`config.mk`:
```
export PLATFORM = sky130hd
export DESIGN_NAME = lswc_div_cell
export DESIGN_NICKNAME = d
export VERILOG_FILES = /design/src/sv/lswc_div_cell.sv
export SDC_FILE = /design/constraint.sdc
export NUM_CORES = 1
export LEC_CHECK = 0
export ABC_AREA = 1
export BUFFER_PORTS_ARGS = -buffer_cell sky130_fd_sc_hd__buf_2
export CORE_MARGIN = 2
export CORE_UTILIZATION = 25
export DETAILED_ROUTE_END_ITERATION = 10
export GPL_ROUTABILITY_DRIVEN = 0
export PLACE_DENSITY = 0.47
export SLEW_MARGIN = 20
export SYNTH_ARGS = -nofsm -noshare
export SYNTH_HDL_FRONTEND = slang
export SYNTH_SLANG_ARGS = --single-unit
```
`constraint.sdc`:
```
create_clock -name clk_i -period 4.3 [get_ports clk_i]
set_clock_uncertainty 0.05 [all_clocks]
set_input_delay 0.645 -clock clk_i [delete_from_list [all_inputs] [get_ports clk_i]]
set_output_delay 0.645 -clock clk_i [all_outputs]
set_load 0.05 [all_outputs]
```
`src/sv/lswc_div_cell.sv`:
```
// one restoring division step cell of the quotient chain
module lswc_div_cell #(
  parameter int unsigned NumW = 48,
  parameter int unsigned DenW = 17
) (
  input  logic                     clk_i,
  input  logic [NumW-1:0]          rem_i,
  input  logic [NumW-1:0]          quo_i,
  input  logic [DenW-1:0]          den_i,
  input  logic [$clog2(NumW)-1:0]  shift_i,
  output logic [NumW-1:0]          rem_o,
  output logic [NumW-1:0]          quo_o
);

  logic [NumW+DenW-1:0] trial;
  logic                 take;

  always_comb begin
    trial = {{NumW{1'b0}}, den_i} << shift_i;
    take  = {{DenW{1'b0}}, rem_i} >= trial;
  end

  always_ff @(posedge clk_i) begin
    rem_o <= take ? rem_i - trial[NumW-1:0] : rem_i;
    quo_o <= take ? (quo_i | (NumW'(1) << shift_i)) : quo_i;
  end

endmodule

```
==> results.ini <==
[worst_hold_path]
holdPathEnd = quo_o[32]$_DFF_P_
hold_class = input pin to flip-flop
hp-start = quo_i[32]
holdPathStages = 3

[pwr]
power.leakage_nw = 5.55
p_per_area_nw_per_um2 = 296
vdd_drop_max_uv = 196

[die]
io_pins = 216
die_w_um = 193
fp.coreArea_sq_um = 35400
die_area_sq_um = 37200
rows = 69
start_util_pct = 25.2
fp.dieH_um = 193

[clocking]
cts_setup_buffers = 0
clockBufferDepth = 2
cts_tree = built
clock-root-buffer = clkbuf_16
htree_levels = 3
clock_sinks = 96
numCtsBuffers = 9
path_clk_slew_ns = 0.07

[grt]
grt_pass1_wl_mm = 58.5
grt_usage_pct = 20.7
overflow = 0
grt_pass1_vias = 10465
grt_start_max_net_pins = 56
antenna_found_initial = 1

[synth]
synthCells = 1542
async_reset_ff_share_pct = 0
synth_largest_area_cell = dfxtp_1
seq_area_frac_synth_pct = 21.5
synth_top_area_share_pct = 21.5
synth_edf_count = 0
netlist_area_sq_um = 8930
syn-num-nets = 1711
ys.flop_type = dfxtp_1
synth_area_per_cell_sq_um = 5.79
synth-warning-count = 0
synth_area_leaders = dfxtp_1 22%, nand2_1 20%, nand3_1 12%
ys_seq_elements = 96
ys_types = 39

[drt]
drcViolationCount = 0
wl_per_cell_um = 17.5
wl_met3_mm = 2.66
drtPass1Iterations = 7
met1_length_mm = 17.1
first_iter_violations = 738
ant_nets = 0
vias = 10822
wl_met2_mm = 17.9
routed_wl_mm = 39.1
highest_layer = met5
viasPerCell = 4.84

[final_layout]
drive_above_1_share_pct = 18.7
fin_nets = 1940
final_cell_mix = 479 x nand2_1, 220 x nand3_1, 215 x buf_2
final_common_cell = nand2_1
area_growth_pct = 24.0
num_antenna_cells = 0
n_fill_cell = 4083

[timing]
period_minus_slack_ns = 3.97
fin_crit_sh_pct = 92.3
max_slew_margin_pct = 55.8
finalSetupViolations = 0
hold_slack_ns = 0.409
slew_viol_final = 0
rsz0062_at_grt = false
fin_tns_setup_ns = 0
tightest_slew_ns = 0.663
timing.fmax_mhz = 252
finalHoldViolCount = 0

[flow_run]
maxCapViolCount = 0

[critical_path]
worstPathArrival_ns = 4.18
worstPathMaxFanout = 21
required_ns = 4.51
cp-startpoint = shift_i[0]
start_kind = input pin
end_kind = flip-flop
crit_type = input pin to flip-flop

[placed_design]
numPortBuffers = 215
hpwl_mm = 32.9

[run_status]
status = finished, final reports clean

## critical path, stage by stage
cell      delay, ns
buf_2          0.12
inv_2          0.24
nand2_1        0.13
nand3_1        0.12
nand2_1        0.11
nand2_1        0.10
nand3_1        0.13
nor2_1         0.19
nand2_1        0.09
o21ai_0        0.10
inv_1          0.12
ha_1           0.37
nand2_1        0.12
nor2_1         0.21
nand2_1        0.13
nor2_1         0.18
nand3_1        0.12
nand3_1        0.15
nand3b_2       0.13
nand2_2        0.15
nand3_2        0.14
buf_4          0.24
nand2_1        0.09
nand2_1        0.05
## synthesized netlist by cell type (10+ instances only)
cell and n:
dfxtp_1 96, clkbuf_1 21, a21boi_0 20, nand4_1 10, nor2_1 179, buf_2 17
a31o_2 16, ha_1 48, nor3_1 15, inv_1 167, nand3_2 11, a21oi_1 85
nand2_1 479, xnor2_1 15, buf_6 10, o21ai_0 48, nand3_1 220, o21bai_1 10
xor2_1 21
## where the power goes
part           leakage, nW  switching [mW]  internal, mW
Combinational         4.59            1.00         0.426
Clock                0.146           0.417         0.462
Sequential           0.810          0.0153         0.950
Total                 5.55            1.43          1.84
## registers in the layout, indices dropped and copies added (netlist names)
name / cells
quo_o: 48
rem_o: 48
## worst max path at each step
stage	to	slack, ns	cells past startpoint
6_report	rem_o[29]$_DFF_P_	0.33	24
3_5_place_dp	rem_o[26]$_DFF_P_	0.07	21
3_3_place_gp	rem_o[38]$_DFF_P_	0.15	23
5_1_grt	rem_o[43]$_DFF_P_	0.01	24
4_1_cts	rem_o[11]$_DFF_P_	0.46	21
2_1_floorplan	rem_o[34]$_DFF_P_	0.55	22
## routing by layer
metal | track usage [%] | up-vias
met5 | 0 | -
met4 | 8.45 | 2
met3 | 3.11 | 64
met2 | 35.5 | 416
met1 | 26.0 | 4909
li1 | - | 5431
## area by class of cell
type	count	area [sq um]	area share [%]
Tap cell	461	577	5.21
Timing Repair Buffer	278	1590	14.4
Multi-Input combinational cell	1210	6010	54.3
Clock inverter	6	75.1	0.678
Clock buffer	10	229	2.07
Inverter	176	661	5.97
Sequential cell	96	1920	17.4
## timing repair
item                                   in CTS  in global routing
setup endpoints to repair                   0                  1
resized for setup                           0                  1
hold buffers                                0                  0
endpoints found under the hold margin       0                  0
## cells by family (layout without fill, tap and decap cells)
family	after synthesis	count (layout)	synth area share [%]
xor+xnor	36	36	3.53
compound gates	201	201	13.3
fa+ha+maj	49	49	6.95
flops	96	96	21.5
simple gates	924	924	43.5
buf+inv	236	470	11.2
## through the flow
step	cells	power, mW	setup WS [ns]	utilization [%]	area (sq um)
3_3_place_gp	2221	2.41	0.153	30.4	10800
6_report	2237	3.27	0.331	31.3	11100
5_1_grt	2237	3.46	0.0104	31.3	11100
4_1_cts	2237	3.28	0.463	31.3	11100
3_5_place_dp	2221	2.40	0.0686	30.4	10800
2_1_floorplan	1542	1.93	0.547	-	8930
Power figures use the tool's default switching activity.
